===== src/rtl/ecgbd_pkg.sv =====
`default_nettype none

package ecgbd_pkg;

    // Field widths.
    localparam int SAMPLE_W = 16;
    localparam int TIME_W   = 48;
    localparam int BPM_W    = 10;
    localparam int RISE_W   = 8;
    localparam int HOLD_W   = 4;
    localparam int AVG_W    = 32;
    localparam int COEF_W   = 16;
    localparam int CNT_W    = 4;
    // Accumulator of the shift-add multiplier, with headroom for the signed sums.
    localparam int ACC_W    = 50;

    localparam int HISTORY_DEPTH_DEF = 30;

    // Filter coefficients in Q0.16.
    localparam logic [COEF_W-1:0] SLOW_KEEP = 16'd63570;
    localparam logic [COEF_W-1:0] SLOW_TAKE = 16'd1966;
    localparam logic [COEF_W-1:0] FAST_KEEP = 16'd58982;
    localparam logic [COEF_W-1:0] FAST_TAKE = 16'd6554;
    localparam logic [COEF_W-1:0] PEAK_KEEP = 16'd65503;
    localparam logic [CNT_W-1:0]  CNT_LAST  = 4'(COEF_W - 1);
    localparam logic [ACC_W-1:0]  ROUND_BIAS = 50'd32768;

    // Rate computation constants.
    localparam longint unsigned US_PER_MIN  = 64'd60000000;
    localparam longint unsigned MIN_SPAN_US = 64'd200000;

    // Register file.
    localparam int ADDR_W    = 4;
    localparam int DATA_W    = 32;
    localparam int REG_IDX_W = 2;
    localparam logic [REG_IDX_W-1:0] REG_RISE_LENGTH    = 2'd0;
    localparam logic [REG_IDX_W-1:0] REG_HOLDOFF_LENGTH = 2'd1;
    localparam logic [REG_IDX_W-1:0] REG_BPM_LOW        = 2'd2;
    localparam logic [REG_IDX_W-1:0] REG_BPM_HIGH       = 2'd3;

    localparam logic [RISE_W-1:0] RISE_LENGTH_RST    = 8'd15;
    localparam logic [HOLD_W-1:0] HOLDOFF_LENGTH_RST = 4'd10;
    localparam logic [BPM_W-1:0]  BPM_LOW_RST        = 10'd30;
    localparam logic [BPM_W-1:0]  BPM_HIGH_RST       = 10'd300;

    // Numerator of the rate division: beats in the history times one minute.
    function automatic longint unsigned rate_numerator(input int depth);
        rate_numerator = longint'(depth - 1) * US_PER_MIN;
    endfunction

    // Bits needed for the largest rate, reached at the minimum span.
    function automatic int quot_width(input int depth);
        longint unsigned qmax;
        qmax = rate_numerator(depth) / MIN_SPAN_US;
        quot_width = $clog2(qmax + 1);
    endfunction

endpackage

`default_nettype wire


===== src/rtl/ecgbd_div.sv =====
`default_nettype none

// Restoring divider: one quotient bit per cycle of the fixed rate numerator
// by the beat span.
module ecgbd_div
    import ecgbd_pkg::*;
#(
    parameter int HISTORY_DEPTH = HISTORY_DEPTH_DEF
)
(
    input  wire logic                                  clk,
    input  wire logic                                  rst_n,
    input  wire logic                                  start,
    input  wire logic [TIME_W-1:0]                     span,
    output logic                                       busy,
    output logic [quot_width(HISTORY_DEPTH)-1:0]       quotient
);

    localparam longint unsigned NUM = rate_numerator(HISTORY_DEPTH);
    localparam int NW   = $clog2(NUM + 1);
    localparam int QW   = quot_width(HISTORY_DEPTH);
    localparam int DW   = NW + QW;
    localparam int CNTW = $clog2(QW + 1);

    logic              busy_reg, busy_next;
    logic [CNTW-1:0]   cnt_reg, cnt_next;
    logic [NW-1:0]     rem_reg, rem_next;
    logic [DW-1:0]     dv_reg, dv_next;
    logic [QW-1:0]     q_reg, q_next;
    logic [DW:0]       trial;

    // Trial subtraction of the shifted divisor from the remainder.
    assign trial = {1'b0, {QW{1'b0}}, rem_reg} - {1'b0, dv_reg};

    always_comb
    begin
        busy_next = busy_reg;
        cnt_next  = cnt_reg;
        rem_next  = rem_reg;
        dv_next   = dv_reg;
        q_next    = q_reg;
        if (start)
        begin
            q_next   = '0;
            rem_next = NW'(NUM);
            dv_next  = {span[NW-1:0], {(QW-1){1'b0}}, 1'b0} >> 1;
            cnt_next = CNTW'(QW);
            // A span wider than the numerator always gives a zero rate.
            busy_next = (span[TIME_W-1:NW] == '0);
        end
        else if (busy_reg)
        begin
            if (!trial[DW])
            begin
                rem_next = trial[NW-1:0];
                q_next   = {q_reg[QW-2:0], 1'b1};
            end
            else
            begin
                q_next = {q_reg[QW-2:0], 1'b0};
            end
            dv_next  = dv_reg >> 1;
            cnt_next = cnt_reg - 1'b1;
            if (cnt_reg == CNTW'(1))
            begin
                busy_next = 1'b0;
            end
        end
    end

    always_ff @(posedge clk or negedge rst_n)
    begin
        if (!rst_n)
        begin
            busy_reg <= 1'b0;
            cnt_reg  <= '0;
        end
        else
        begin
            busy_reg <= busy_next;
            cnt_reg  <= cnt_next;
        end
    end

    always_ff @(posedge clk)
    begin
        rem_reg <= rem_next;
        dv_reg  <= dv_next;
        q_reg   <= q_next;
    end

    assign busy     = busy_reg;
    assign quotient = q_reg;

endmodule

`default_nettype wire


===== src/rtl/ecg_beat_detector_bpm.sv =====
// ECG beat detector with heart-rate estimate.
// Sample channel: sample and time_us are taken at a clock edge with
// sample_valid high and sample_stall low. Result channel: beat and bpm are
// offered with result_valid and move on an edge where result_stall is low.
// Every sample gives exactly one result.
// An accepted sample runs through two 16-step shift-add multiplications
// (filter update, then peak decay) that share the slow-filter accumulator;
// the serial rate divider runs alongside the peak decay. The result is
// registered before the block takes the next sample, so it works on one
// sample at a time.
// A finished result sits in an output register, so the next sample is taken
// while the receiver stalls; only when a second result is ready and the
// register is still full does the block hold and keep sample_stall high.
// Reset clears the filters, the peak level, the counters and the beat history,
// and loads the register defaults. Configuration is written over the APB port
// at byte addresses 0, 4, 8 and 12, only while idle: a user rule, unenforced.
`default_nettype none

module ecg_beat_detector_bpm
    import ecgbd_pkg::*;
#(
    parameter int HISTORY_DEPTH = HISTORY_DEPTH_DEF
)
(
    input  wire logic                       clk,
    input  wire logic                       rst_n,
    // Sample channel.
    input  wire logic                       sample_valid,
    output logic                            sample_stall,
    input  wire logic signed [SAMPLE_W-1:0] sample,
    input  wire logic [TIME_W-1:0]          time_us,
    // Result channel.
    output logic                            result_valid,
    input  wire logic                       result_stall,
    output logic                            beat,
    output logic [BPM_W-1:0]                bpm,
    // Configuration port.
    input  wire logic                       psel,
    input  wire logic                       penable,
    input  wire logic                       pwrite,
    input  wire logic [ADDR_W-1:0]          paddr,
    input  wire logic [DATA_W-1:0]          pwdata,
    output logic [DATA_W-1:0]               prdata,
    output logic                            pready
);

    localparam int QW   = quot_width(HISTORY_DEPTH);
    localparam int CW   = (QW > BPM_W) ? QW : BPM_W;
    localparam int OLD  = HISTORY_DEPTH - 2;

    localparam logic [2:0] S_IDLE = 3'd0;
    localparam logic [2:0] S_MAC  = 3'd1;
    localparam logic [2:0] S_UPD  = 3'd2;
    localparam logic [2:0] S_DIFF = 3'd3;
    localparam logic [2:0] S_CMP  = 3'd4;
    localparam logic [2:0] S_PEAK = 3'd5;
    localparam logic [2:0] S_OUT  = 3'd6;

    // Saturate an accumulator shifted down by 16 to the signed 32-bit range.
    function automatic logic [AVG_W-1:0] sat_avg(input logic [ACC_W-1:0] a);
        logic ovf;
        ovf = (a[ACC_W-1:AVG_W+15] != {(ACC_W-AVG_W-15){a[ACC_W-1]}});
        if (ovf)
        begin
            sat_avg = a[ACC_W-1] ? {1'b1, {(AVG_W-1){1'b0}}} : {1'b0, {(AVG_W-1){1'b1}}};
        end
        else
        begin
            sat_avg = a[AVG_W+15:16];
        end
    endfunction

    // Control state.
    logic [2:0]              state_reg, state_next;
    logic [CNT_W-1:0]        cnt_reg, cnt_next;
    logic                    fire_reg, fire_next;
    logic                    out_valid_reg, out_valid_next;

    // Filter and detector state.
    logic [AVG_W-1:0]        slow_reg, slow_next;
    logic [AVG_W-1:0]        fast_reg, fast_next;
    logic [AVG_W-1:0]        peak_reg, peak_next;
    logic [RISE_W-1:0]       run_reg, run_next;
    logic [HOLD_W-1:0]       hold_reg, hold_next;
    logic [TIME_W-1:0]       hist_reg [0:HISTORY_DEPTH-2];
    logic [TIME_W-1:0]       hist_next [0:HISTORY_DEPTH-2];

    // Configuration registers.
    logic [RISE_W-1:0]       rise_length_reg, rise_length_next;
    logic [HOLD_W-1:0]       holdoff_length_reg, holdoff_length_next;
    logic [BPM_W-1:0]        bpm_low_reg, bpm_low_next;
    logic [BPM_W-1:0]        bpm_high_reg, bpm_high_next;

    // Datapath registers.
    logic [TIME_W-1:0]       t_reg, t_next;
    logic [ACC_W-1:0]        acc_s_reg, acc_s_next;
    logic [ACC_W-1:0]        acc_f_reg, acc_f_next;
    logic [ACC_W-1:0]        ma_s_reg, ma_s_next;
    logic [ACC_W-1:0]        ma_f_reg, ma_f_next;
    logic [ACC_W-1:0]        mx_reg, mx_next;
    logic [AVG_W-1:0]        cc_reg, cc_next;
    logic [TIME_W-1:0]       span_raw_reg, span_raw_next;
    logic                    span_neg_reg, span_neg_next;
    logic [TIME_W-1:0]       span_reg, span_next;
    logic                    out_beat_reg, out_beat_next;
    logic [BPM_W-1:0]        out_bpm_reg, out_bpm_next;

    // Combinational helpers.
    logic [ACC_W-1:0]        acc_s_sum, acc_f_sum;
    logic                    keep_s_bit;
    logic [AVG_W:0]          d_fs, d_sf;
    logic [TIME_W:0]         d_span;
    logic [RISE_W-1:0]       run_new;
    logic                    qualify;
    logic [AVG_W-1:0]        peak_pre;
    logic [HOLD_W-1:0]       hold_pre;
    logic                    cfg_wr;
    logic                    out_free;
    logic                    div_start;
    logic                    div_busy;
    logic [QW-1:0]           quot;
    logic [CW-1:0]           q_ext;
    logic                    in_band;

    // Shared shift-add step: one coefficient bit per cycle.
    assign keep_s_bit = (state_reg == S_PEAK) ? PEAK_KEEP[cnt_reg] : SLOW_KEEP[cnt_reg];
    assign acc_s_sum = acc_s_reg + (keep_s_bit ? ma_s_reg : '0)
                     + (((state_reg == S_MAC) && SLOW_TAKE[cnt_reg]) ? mx_reg : '0);
    assign acc_f_sum = acc_f_reg + (FAST_KEEP[cnt_reg] ? ma_f_reg : '0)
                     + (FAST_TAKE[cnt_reg] ? mx_reg : '0);

    // Both orders of the average difference, so the magnitude is a select.
    assign d_fs   = {fast_reg[AVG_W-1], fast_reg} - {slow_reg[AVG_W-1], slow_reg};
    assign d_sf   = {slow_reg[AVG_W-1], slow_reg} - {fast_reg[AVG_W-1], fast_reg};
    assign d_span = {1'b0, t_reg} - {1'b0, hist_reg[OLD]};

    // Rise run and peak qualification.
    always_comb
    begin
        if (cc_reg > peak_reg)
        begin
            run_new = (run_reg == {RISE_W{1'b1}}) ? run_reg : run_reg + 1'b1;
        end
        else
        begin
            run_new = '0;
        end
        qualify  = (run_new > rise_length_reg);
        peak_pre = qualify ? cc_reg : peak_reg;
        hold_pre = qualify ? holdoff_length_reg : hold_reg;
    end

    // Band check of the rate.
    assign q_ext   = CW'(quot);
    assign in_band = (q_ext >= CW'(bpm_low_reg)) && (q_ext <= CW'(bpm_high_reg));

    assign cfg_wr    = psel && penable && pwrite;
    assign out_free  = !out_valid_reg || !result_stall;
    assign div_start = (state_reg == S_PEAK) && (cnt_reg == '0) && fire_reg;

    always_comb
    begin
        state_next          = state_reg;
        cnt_next            = cnt_reg;
        fire_next           = fire_reg;
        slow_next           = slow_reg;
        fast_next           = fast_reg;
        peak_next           = peak_reg;
        run_next            = run_reg;
        hold_next           = hold_reg;
        hist_next           = hist_reg;
        rise_length_next    = rise_length_reg;
        holdoff_length_next = holdoff_length_reg;
        bpm_low_next        = bpm_low_reg;
        bpm_high_next       = bpm_high_reg;
        t_next              = t_reg;
        acc_s_next          = acc_s_reg;
        acc_f_next          = acc_f_reg;
        ma_s_next           = ma_s_reg;
        ma_f_next           = ma_f_reg;
        mx_next             = mx_reg;
        cc_next             = cc_reg;
        span_raw_next       = span_raw_reg;
        span_neg_next       = span_neg_reg;
        span_next           = span_reg;
        out_beat_next       = out_beat_reg;
        out_bpm_next        = out_bpm_reg;
        out_valid_next      = out_valid_reg;

        // The waiting result leaves on a transfer.
        if (out_valid_reg && !result_stall)
        begin
            out_valid_next = 1'b0;
        end

        case (state_reg)
            S_IDLE:
            begin
                if (sample_valid)
                begin
                    t_next     = time_us;
                    acc_s_next = ROUND_BIAS;
                    acc_f_next = ROUND_BIAS;
                    ma_s_next  = {{(ACC_W-AVG_W){slow_reg[AVG_W-1]}}, slow_reg};
                    ma_f_next  = {{(ACC_W-AVG_W){fast_reg[AVG_W-1]}}, fast_reg};
                    mx_next    = {{(ACC_W-SAMPLE_W-16){sample[SAMPLE_W-1]}}, sample, 16'd0};
                    cnt_next   = '0;
                    state_next = S_MAC;
                end
            end
            S_MAC:
            begin
                acc_s_next = acc_s_sum;
                acc_f_next = acc_f_sum;
                ma_s_next  = ma_s_reg << 1;
                ma_f_next  = ma_f_reg << 1;
                mx_next    = mx_reg << 1;
                cnt_next   = cnt_reg + 1'b1;
                if (cnt_reg == CNT_LAST)
                begin
                    state_next = S_UPD;
                end
            end
            S_UPD:
            begin
                slow_next  = sat_avg(acc_s_reg);
                fast_next  = sat_avg(acc_f_reg);
                state_next = S_DIFF;
            end
            S_DIFF:
            begin
                cc_next       = d_fs[AVG_W] ? d_sf[AVG_W-1:0] : d_fs[AVG_W-1:0];
                span_raw_next = d_span[TIME_W-1:0];
                span_neg_next = d_span[TIME_W];
                state_next    = S_CMP;
            end
            S_CMP:
            begin
                run_next  = run_new;
                fire_next = qualify && (hold_reg == '0);
                hold_next = (hold_pre != '0) ? hold_pre - 1'b1 : hold_pre;
                if (span_neg_reg || (span_raw_reg < TIME_W'(MIN_SPAN_US)))
                begin
                    span_next = TIME_W'(MIN_SPAN_US);
                end
                else
                begin
                    span_next = span_raw_reg;
                end
                // A beat pushes its time into the history.
                if (qualify && (hold_reg == '0))
                begin
                    for (int i = HISTORY_DEPTH - 2; i > 0; i--)
                    begin
                        hist_next[i] = hist_reg[i-1];
                    end
                    hist_next[0] = t_reg;
                end
                acc_s_next = ROUND_BIAS;
                ma_s_next  = {{(ACC_W-AVG_W){1'b0}}, peak_pre};
                cnt_next   = '0;
                state_next = S_PEAK;
            end
            S_PEAK:
            begin
                acc_s_next = acc_s_sum;
                ma_s_next  = ma_s_reg << 1;
                cnt_next   = cnt_reg + 1'b1;
                if (cnt_reg == CNT_LAST)
                begin
                    peak_next  = acc_s_sum[AVG_W+15:16];
                    state_next = S_OUT;
                end
            end
            S_OUT:
            begin
                if (!div_busy && out_free)
                begin
                    out_valid_next = 1'b1;
                    out_beat_next  = fire_reg;
                    out_bpm_next   = (fire_reg && in_band) ? q_ext[BPM_W-1:0] : '0;
                    state_next     = S_IDLE;
                end
            end
            default:
            begin
                state_next = S_IDLE;
            end
        endcase

        // Register writes from the configuration port.
        if (cfg_wr)
        begin
            case (paddr[ADDR_W-1:2])
                REG_RISE_LENGTH:    rise_length_next    = pwdata[RISE_W-1:0];
                REG_HOLDOFF_LENGTH: holdoff_length_next = pwdata[HOLD_W-1:0];
                REG_BPM_LOW:        bpm_low_next        = pwdata[BPM_W-1:0];
                REG_BPM_HIGH:       bpm_high_next       = pwdata[BPM_W-1:0];
                default:            rise_length_next    = rise_length_reg;
            endcase
        end
    end

    // Register read-back.
    always_comb
    begin
        case (paddr[ADDR_W-1:2])
            REG_RISE_LENGTH:    prdata = DATA_W'(rise_length_reg);
            REG_HOLDOFF_LENGTH: prdata = DATA_W'(holdoff_length_reg);
            REG_BPM_LOW:        prdata = DATA_W'(bpm_low_reg);
            REG_BPM_HIGH:       prdata = DATA_W'(bpm_high_reg);
            default:            prdata = '0;
        endcase
    end

    // Control and architectural state.
    always_ff @(posedge clk or negedge rst_n)
    begin
        if (!rst_n)
        begin
            state_reg          <= S_IDLE;
            cnt_reg            <= '0;
            fire_reg           <= 1'b0;
            out_valid_reg      <= 1'b0;
            slow_reg           <= '0;
            fast_reg           <= '0;
            peak_reg           <= '0;
            run_reg            <= '0;
            hold_reg           <= '0;
            for (int i = 0; i < HISTORY_DEPTH - 1; i++)
            begin
                hist_reg[i] <= '0;
            end
            rise_length_reg    <= RISE_LENGTH_RST;
            holdoff_length_reg <= HOLDOFF_LENGTH_RST;
            bpm_low_reg        <= BPM_LOW_RST;
            bpm_high_reg       <= BPM_HIGH_RST;
        end
        else
        begin
            state_reg          <= state_next;
            cnt_reg            <= cnt_next;
            fire_reg           <= fire_next;
            out_valid_reg      <= out_valid_next;
            slow_reg           <= slow_next;
            fast_reg           <= fast_next;
            peak_reg           <= peak_next;
            run_reg            <= run_next;
            hold_reg           <= hold_next;
            hist_reg           <= hist_next;
            rise_length_reg    <= rise_length_next;
            holdoff_length_reg <= holdoff_length_next;
            bpm_low_reg        <= bpm_low_next;
            bpm_high_reg       <= bpm_high_next;
        end
    end

    // Datapath registers.
    always_ff @(posedge clk)
    begin
        t_reg        <= t_next;
        acc_s_reg    <= acc_s_next;
        acc_f_reg    <= acc_f_next;
        ma_s_reg     <= ma_s_next;
        ma_f_reg     <= ma_f_next;
        mx_reg       <= mx_next;
        cc_reg       <= cc_next;
        span_raw_reg <= span_raw_next;
        span_neg_reg <= span_neg_next;
        span_reg     <= span_next;
        out_beat_reg <= out_beat_next;
        out_bpm_reg  <= out_bpm_next;
    end

    // Serial rate divider.
    ecgbd_div #(
        .HISTORY_DEPTH (HISTORY_DEPTH)
    ) u_div (
        .clk      (clk),
        .rst_n    (rst_n),
        .start    (div_start),
        .span     (span_reg),
        .busy     (div_busy),
        .quotient (quot)
    );

    assign sample_stall = (state_reg != S_IDLE);
    assign result_valid = out_valid_reg;
    assign beat         = out_beat_reg;
    assign bpm          = out_bpm_reg;
    assign pready       = 1'b1;

endmodule

`default_nettype wire


===== config.mk =====
export PLATFORM = sky130hd
export DESIGN_NAME = ecg_beat_detector_bpm
export DESIGN_NICKNAME = d
export VERILOG_FILES = /design/src/rtl/ecgbd_pkg.sv /design/src/rtl/ecgbd_div.sv /design/src/rtl/ecg_beat_detector_bpm.sv
export SDC_FILE = /design/constraint.sdc
export NUM_CORES = 2
export LEC_CHECK = 0
export BUFFER_PORTS_ARGS = -buffer_cell sky130_fd_sc_hd__buf_2
export CAP_MARGIN = 15
export CORE_UTILIZATION = 44
export DETAILED_ROUTE_END_ITERATION = 16
export HOLD_SLACK_MARGIN = 0.02
export PLACE_DENSITY_LB_ADDON = 0.25
export SYNTH_ARGS = -nofsm -noshare
export SYNTH_HDL_FRONTEND = slang
export SYNTH_HIERARCHICAL = 1
export SYNTH_SLANG_ARGS = --single-unit

===== constraint.sdc =====
create_clock -name clk -period 14.98 [get_ports clk]
set_clock_uncertainty 0.15 [all_clocks]
set_input_delay 3.745 -clock clk [delete_from_list [all_inputs] [get_ports clk]]
set_output_delay 3.745 -clock clk [all_outputs]
set_load 0.005 [all_outputs]

==> impl_results.html <==
<table>
<tr><th>Metric</th><th>Value</th></tr>
<tr><th colspan="2">Clock network</th></tr>
<tr><td>CTS HTree Levels</td><td>4</td></tr>
<tr><td>Clock slew seen by the registers of the worst setup and hold paths</td><td>60 ps</td></tr>
<tr><td>Clock Tree Buf Depth</td><td>3</td></tr>
<tr><td>Clock net sink count</td><td>2057</td></tr>
<tr><td>CTS hold repair buffers</td><td>0</td></tr>
<tr><td>Number of buffers added by the clock tree synthesis step</td><td>210</td></tr>
<tr><td>Later-pin clock latency in the skew report</td><td>870 ps</td></tr>
<tr><td>Clock tree from TritonCTS</td><td>yes</td></tr>
<tr><td>Setup repair bufs after CTS</td><td>0</td></tr>
<tr><td>Root buffer cell</td><td>sky130_fd_sc_hd__clkbuf_16</td></tr>
<tr><td>CTS-repair resized insts</td><td>0</td></tr>
<tr><th colspan="2">Floorplanning</th></tr>
<tr><td>Initial Utilization</td><td>0.4437</td></tr>
<tr><td>I/O pin count</td><td>153</td></tr>
<tr><td>Die Footprint</td><td>0.2164 mm²</td></tr>
<tr><td>Core region area</td><td>0.2127 mm²</td></tr>
<tr><td>Die width</td><td>465.1 µm</td></tr>
<tr><td>Number of standard-cell rows in the floorplan</td><td>169</td></tr>
<tr><td>Chip height</td><td>465.1 µm</td></tr>
<tr><th colspan="2">Synthesis</th></tr>
<tr><td>Top flip-flop cell by instance count after synthesis</td><td>sky130_fd_sc_hd__dfrtp_1</td></tr>
<tr><td>Mean cell area of the mapped netlist</td><td>12.64 µm²</td></tr>
<tr><td>Number of synthesis warnings</td><td>6</td></tr>
<tr><td>Fraction of registers with async set/reset</td><td>0.7516</td></tr>
<tr><td>Library cell occupying the most area in the post-synthesis netlist</td><td>sky130_fd_sc_hd__dfrtp_1</td></tr>
<tr><td>Number of enable-type register cells in the synthesized netlist</td><td>453</td></tr>
<tr><td>Area share of the largest cell type after synthesis</td><td>0.4062</td></tr>
<tr><td>Synth Cell Area</td><td>0.09438 mm²</td></tr>
<tr><td>Count of state elements after synthesis</td><td>2057</td></tr>
<tr><td>Top post-synthesis cells by area</td><td>sky130_fd_sc_hd__dfrtp_1, sky130_fd_sc_hd__mux2_2, sky130_fd_sc_hd__edfxtp_1</td></tr>
<tr><td>Number of distinct library cells after synthesis</td><td>95</td></tr>
<tr><td>Share of synthesized area occupied by flip-flops and latches</td><td>0.5665</td></tr>
<tr><td>Number of standard cells after synthesis</td><td>7464</td></tr>
<tr><th colspan="2">Worst setup path</th></tr>
<tr><td>Depth of the worst register-to-register path</td><td>20</td></tr>
<tr><td>Worst Setup Path Type</td><td>in2out</td></tr>
<tr><td>Most common cell on crit path</td><td>sky130_fd_sc_hd__buf_2</td></tr>
<tr><td>Cell class contributing the biggest share of worst-path delay</td><td>multiplexers</td></tr>
<tr><td>Endpoint arrival time on the critical path</td><td>4810 ps</td></tr>
<tr><td>Worst stage delay on the critical path</td><td>590 ps</td></tr>
<tr><td>Register-to-register setup slack</td><td>7930 ps</td></tr>
<tr><td>WP data required</td><td>11090 ps</td></tr>
<tr><td>Buffers and inverters on the worst path</td><td>2</td></tr>
<tr><td>Worst path slowest cell</td><td>sky130_fd_sc_hd__mux4_2</td></tr>
<tr><td>Endpoint of the lowest-slack register-to-register path</td><td>hist_reg[839]</td></tr>
<tr><td>Worst-path fanout max</td><td>18</td></tr>
<tr><td>FF-to-FF Start</td><td>peak_reg[25]</td></tr>
<tr><td>Ordered cell list for the critical path</td><td>buf_2 &gt; mux4_2 &gt; buf_2</td></tr>
<tr><td>Nature of the critical path endpoint</td><td>output port</td></tr>
<tr><td>Setup crit start kind</td><td>input pin</td></tr>
<tr><th colspan="2">Placement</th></tr>
<tr><td>Post-place instance area</td><td>0.09745 mm²</td></tr>
<tr><td>Number of cells after detailed placement</td><td>10079</td></tr>
<tr><td>Post-DP HPWL</td><td>127100 µm</td></tr>
<tr><td>Gpl congestion</td><td>0.8895</td></tr>
<tr><td>Count of input and output buffers</td><td>105</td></tr>
<tr><th colspan="2">STA</th></tr>
<tr><td>TNS Setup</td><td>0 ps</td></tr>
<tr><td>Upper clock frequency limit</td><td>0.1148 GHz</td></tr>
<tr><td># setup viols final</td><td>0</td></tr>
<tr><td>Final hold violations</td><td>0</td></tr>
<tr><td>Measured slew at the worst slew-check pin</td><td>1142 ps</td></tr>
<tr><td>Final critical-path required period</td><td>8709 ps</td></tr>
<tr><td>Unrepaired setup endpoints after global routing</td><td>false</td></tr>
<tr><td>Final Max Slew Viols</td><td>0</td></tr>
<tr><td>Period utilization</td><td>0.5814</td></tr>
<tr><td>Relative slew slack</td><td>0.2383</td></tr>
<tr><th colspan="2">Route</th></tr>
<tr><td>Drt pass-1 iters</td><td>6</td></tr>
<tr><td>Antenna Violating Nets Remaining</td><td>0</td></tr>
<tr><td>Wire length per cell after detailed routing</td><td>17.94 µm</td></tr>
<tr><td>Number of DRC violations after detailed routing</td><td>0</td></tr>
<tr><td>Total Routed Length</td><td>188000 µm</td></tr>
<tr><td>Drt initial violations</td><td>4062</td></tr>
<tr><td>Number of vias after detailed routing</td><td>55435</td></tr>
<tr><td>Routed via count divided by cell count</td><td>5.289</td></tr>
<tr><th colspan="2">Final layout</th></tr>
<tr><td>Area grow syn2layout</td><td>11.35%</td></tr>
<tr><td>Post-layout instance count excluding filler cells</td><td>10482</td></tr>
<tr><td>Layout cell share with drive strength beyond 1</td><td>0.2575</td></tr>
<tr><td>Flip-flop count of the largest register, all copies and words added</td><td>1392</td></tr>
<tr><td>Most frequent cells in the layout</td><td>sky130_fd_sc_hd__dfrtp_1, sky130_fd_sc_hd__mux2_2, sky130_fd_sc_hd__nand2_1</td></tr>
<tr><td>Number of nets in the finished design</td><td>7989</td></tr>
<tr><td>Leading cell type in the layout, fill and taps excluded</td><td>sky130_fd_sc_hd__dfrtp_1</td></tr>
<tr><td>Final core occ</td><td>0.4940</td></tr>
<tr><td>Finished layout cell area</td><td>0.1051 mm²</td></tr>
<tr><th colspan="2">Global routing</th></tr>
<tr><td>Wire length of the first global-routing pass</td><td>307000 µm</td></tr>
<tr><td>Number of global-route vias before repair</td><td>55680</td></tr>
<tr><td>Overflow left after global routing</td><td>0</td></tr>
<tr><td>Initial antenna violation count</td><td>6</td></tr>
<tr><td>GR Util All Layers</td><td>0.1746</td></tr>
<tr><td>Pin count of the biggest net entering global routing</td><td>215</td></tr>
<tr><th colspan="2">Pwr</th></tr>
<tr><td>Power per Cell Area</td><td>197.1 mW/mm²</td></tr>
<tr><td>Leakage dissipation</td><td>0.04924 µW</td></tr>
<tr><td>VDD IR max</td><td>210.7 µV</td></tr>
<tr><td>Total design power</td><td>20710 µW</td></tr>
<tr><th colspan="2">Hold path</th></tr>
<tr><td>Count of cells along the worst hold path</td><td>1</td></tr>
<tr><td>Min-Delay Endpoint</td><td>hist_reg[410]</td></tr>
<tr><td>Hold path start</td><td>hist_reg[458]</td></tr>
<tr><td>HP Class</td><td>reg2reg</td></tr>
<tr><th colspan="2">Run</th></tr>
<tr><td>Maximum capacitance violations</td><td>0</td></tr>
<tr><th colspan="2">Status</th></tr>
<tr><td>Run status</td><td>completed</td></tr>
</table>
==> final cells by class <==
| cell class | count | area [µm²] |
|---|---|---|
| fillers | 18755 | 107600 |
| flip-flops and latches | 2057 | 53470 |
| multi-input cells | 4779 | 38350 |
| clock buffers | 309 | 6280 |
| well taps | 2821 | 3530 |
| clock inverters | 91 | 1329 |
| repair buffers | 159 | 1129 |
| inverters | 264 | 992.2 |
| diodes | 2 | 5.005 |
==> routing by layer <==
metal,global-route usage,vias to the layer above,part of all wire
li1,-,26455,-
met1,0.2485,27665,0.47
met2,0.2752,1015,0.46
met3,0.02722,300,0.042
met4,0.05158,0,0.027
met5,0,-,0
==> per-stage QoR <==
stage / setup WS (ps) / hold WS [ps]
floorplan: 877.0 / 281.9
global placement: 6273 / 291.3
detailed placement: 6268 / 299.4
CTS: 6267 / 291.3
global route: 6208 / 316.7
finish: 6271 / 301.7
==> worst max path at each step <==
| stage | end | cells after the start | slack [ps] | start |
|---|---|---|---|---|
| finish | prdata[1] | 3 | 6270 | paddr[2] |
| global route | prdata[1] | 3 | 6210 | paddr[2] |
| CTS | prdata[1] | 3 | 6270 | paddr[2] |
| detailed placement | prdata[1] | 3 | 6270 | paddr[2] |
| global placement | prdata[1] | 3 | 6270 | paddr[2] |
| floorplan | acc_f_reg[0] | 2 | 880 | sample_valid |
==> where the power goes <==
part,internal [µW],switching [µW]
logic,2910,4960
clock network,3270,2290
registers,6770,511
total,13000,7760
==> cells by family after synthesis <==
group / Yosys count / share of synthesized area
XOR/XNOR: 191 / 0.01772
other: 2 / 0.00007957
adder cells (fa/ha/maj): 411 / 0.06021
AO/OA/AOI/OAI: 1270 / 0.08485
buffers and inverters: 649 / 0.02906
flip-flops: 2057 / 0.5665
multiplexers: 1411 / 0.1683
AND/OR/NAND/NOR: 1473 / 0.07326
==> cells in the mapped netlist (37+ instances only) <==
master	count
sky130_fd_sc_hd__a211oi_1	42
sky130_fd_sc_hd__a21o_1	209
sky130_fd_sc_hd__a21oi_1	363
sky130_fd_sc_hd__and2_1	187
sky130_fd_sc_hd__buf_2	152
sky130_fd_sc_hd__clkbuf_1	198
sky130_fd_sc_hd__dfrtp_1	1532
sky130_fd_sc_hd__dfxtp_1	58
sky130_fd_sc_hd__edfxtp_1	453
sky130_fd_sc_hd__fa_1	72
sky130_fd_sc_hd__ha_1	339
sky130_fd_sc_hd__inv_1	263
sky130_fd_sc_hd__mux2_2	1366
sky130_fd_sc_hd__mux2i_1	41
sky130_fd_sc_hd__nand2_1	528
sky130_fd_sc_hd__nand2b_1	39
sky130_fd_sc_hd__nand3_1	43
sky130_fd_sc_hd__nand4_1	47
sky130_fd_sc_hd__nor2_1	377
sky130_fd_sc_hd__nor2b_1	94
sky130_fd_sc_hd__nor3_1	37
sky130_fd_sc_hd__o21ai_0	328
sky130_fd_sc_hd__xnor2_1	104
sky130_fd_sc_hd__xor2_1	87
No activity file was read; power rests on OpenSTA's default activity.
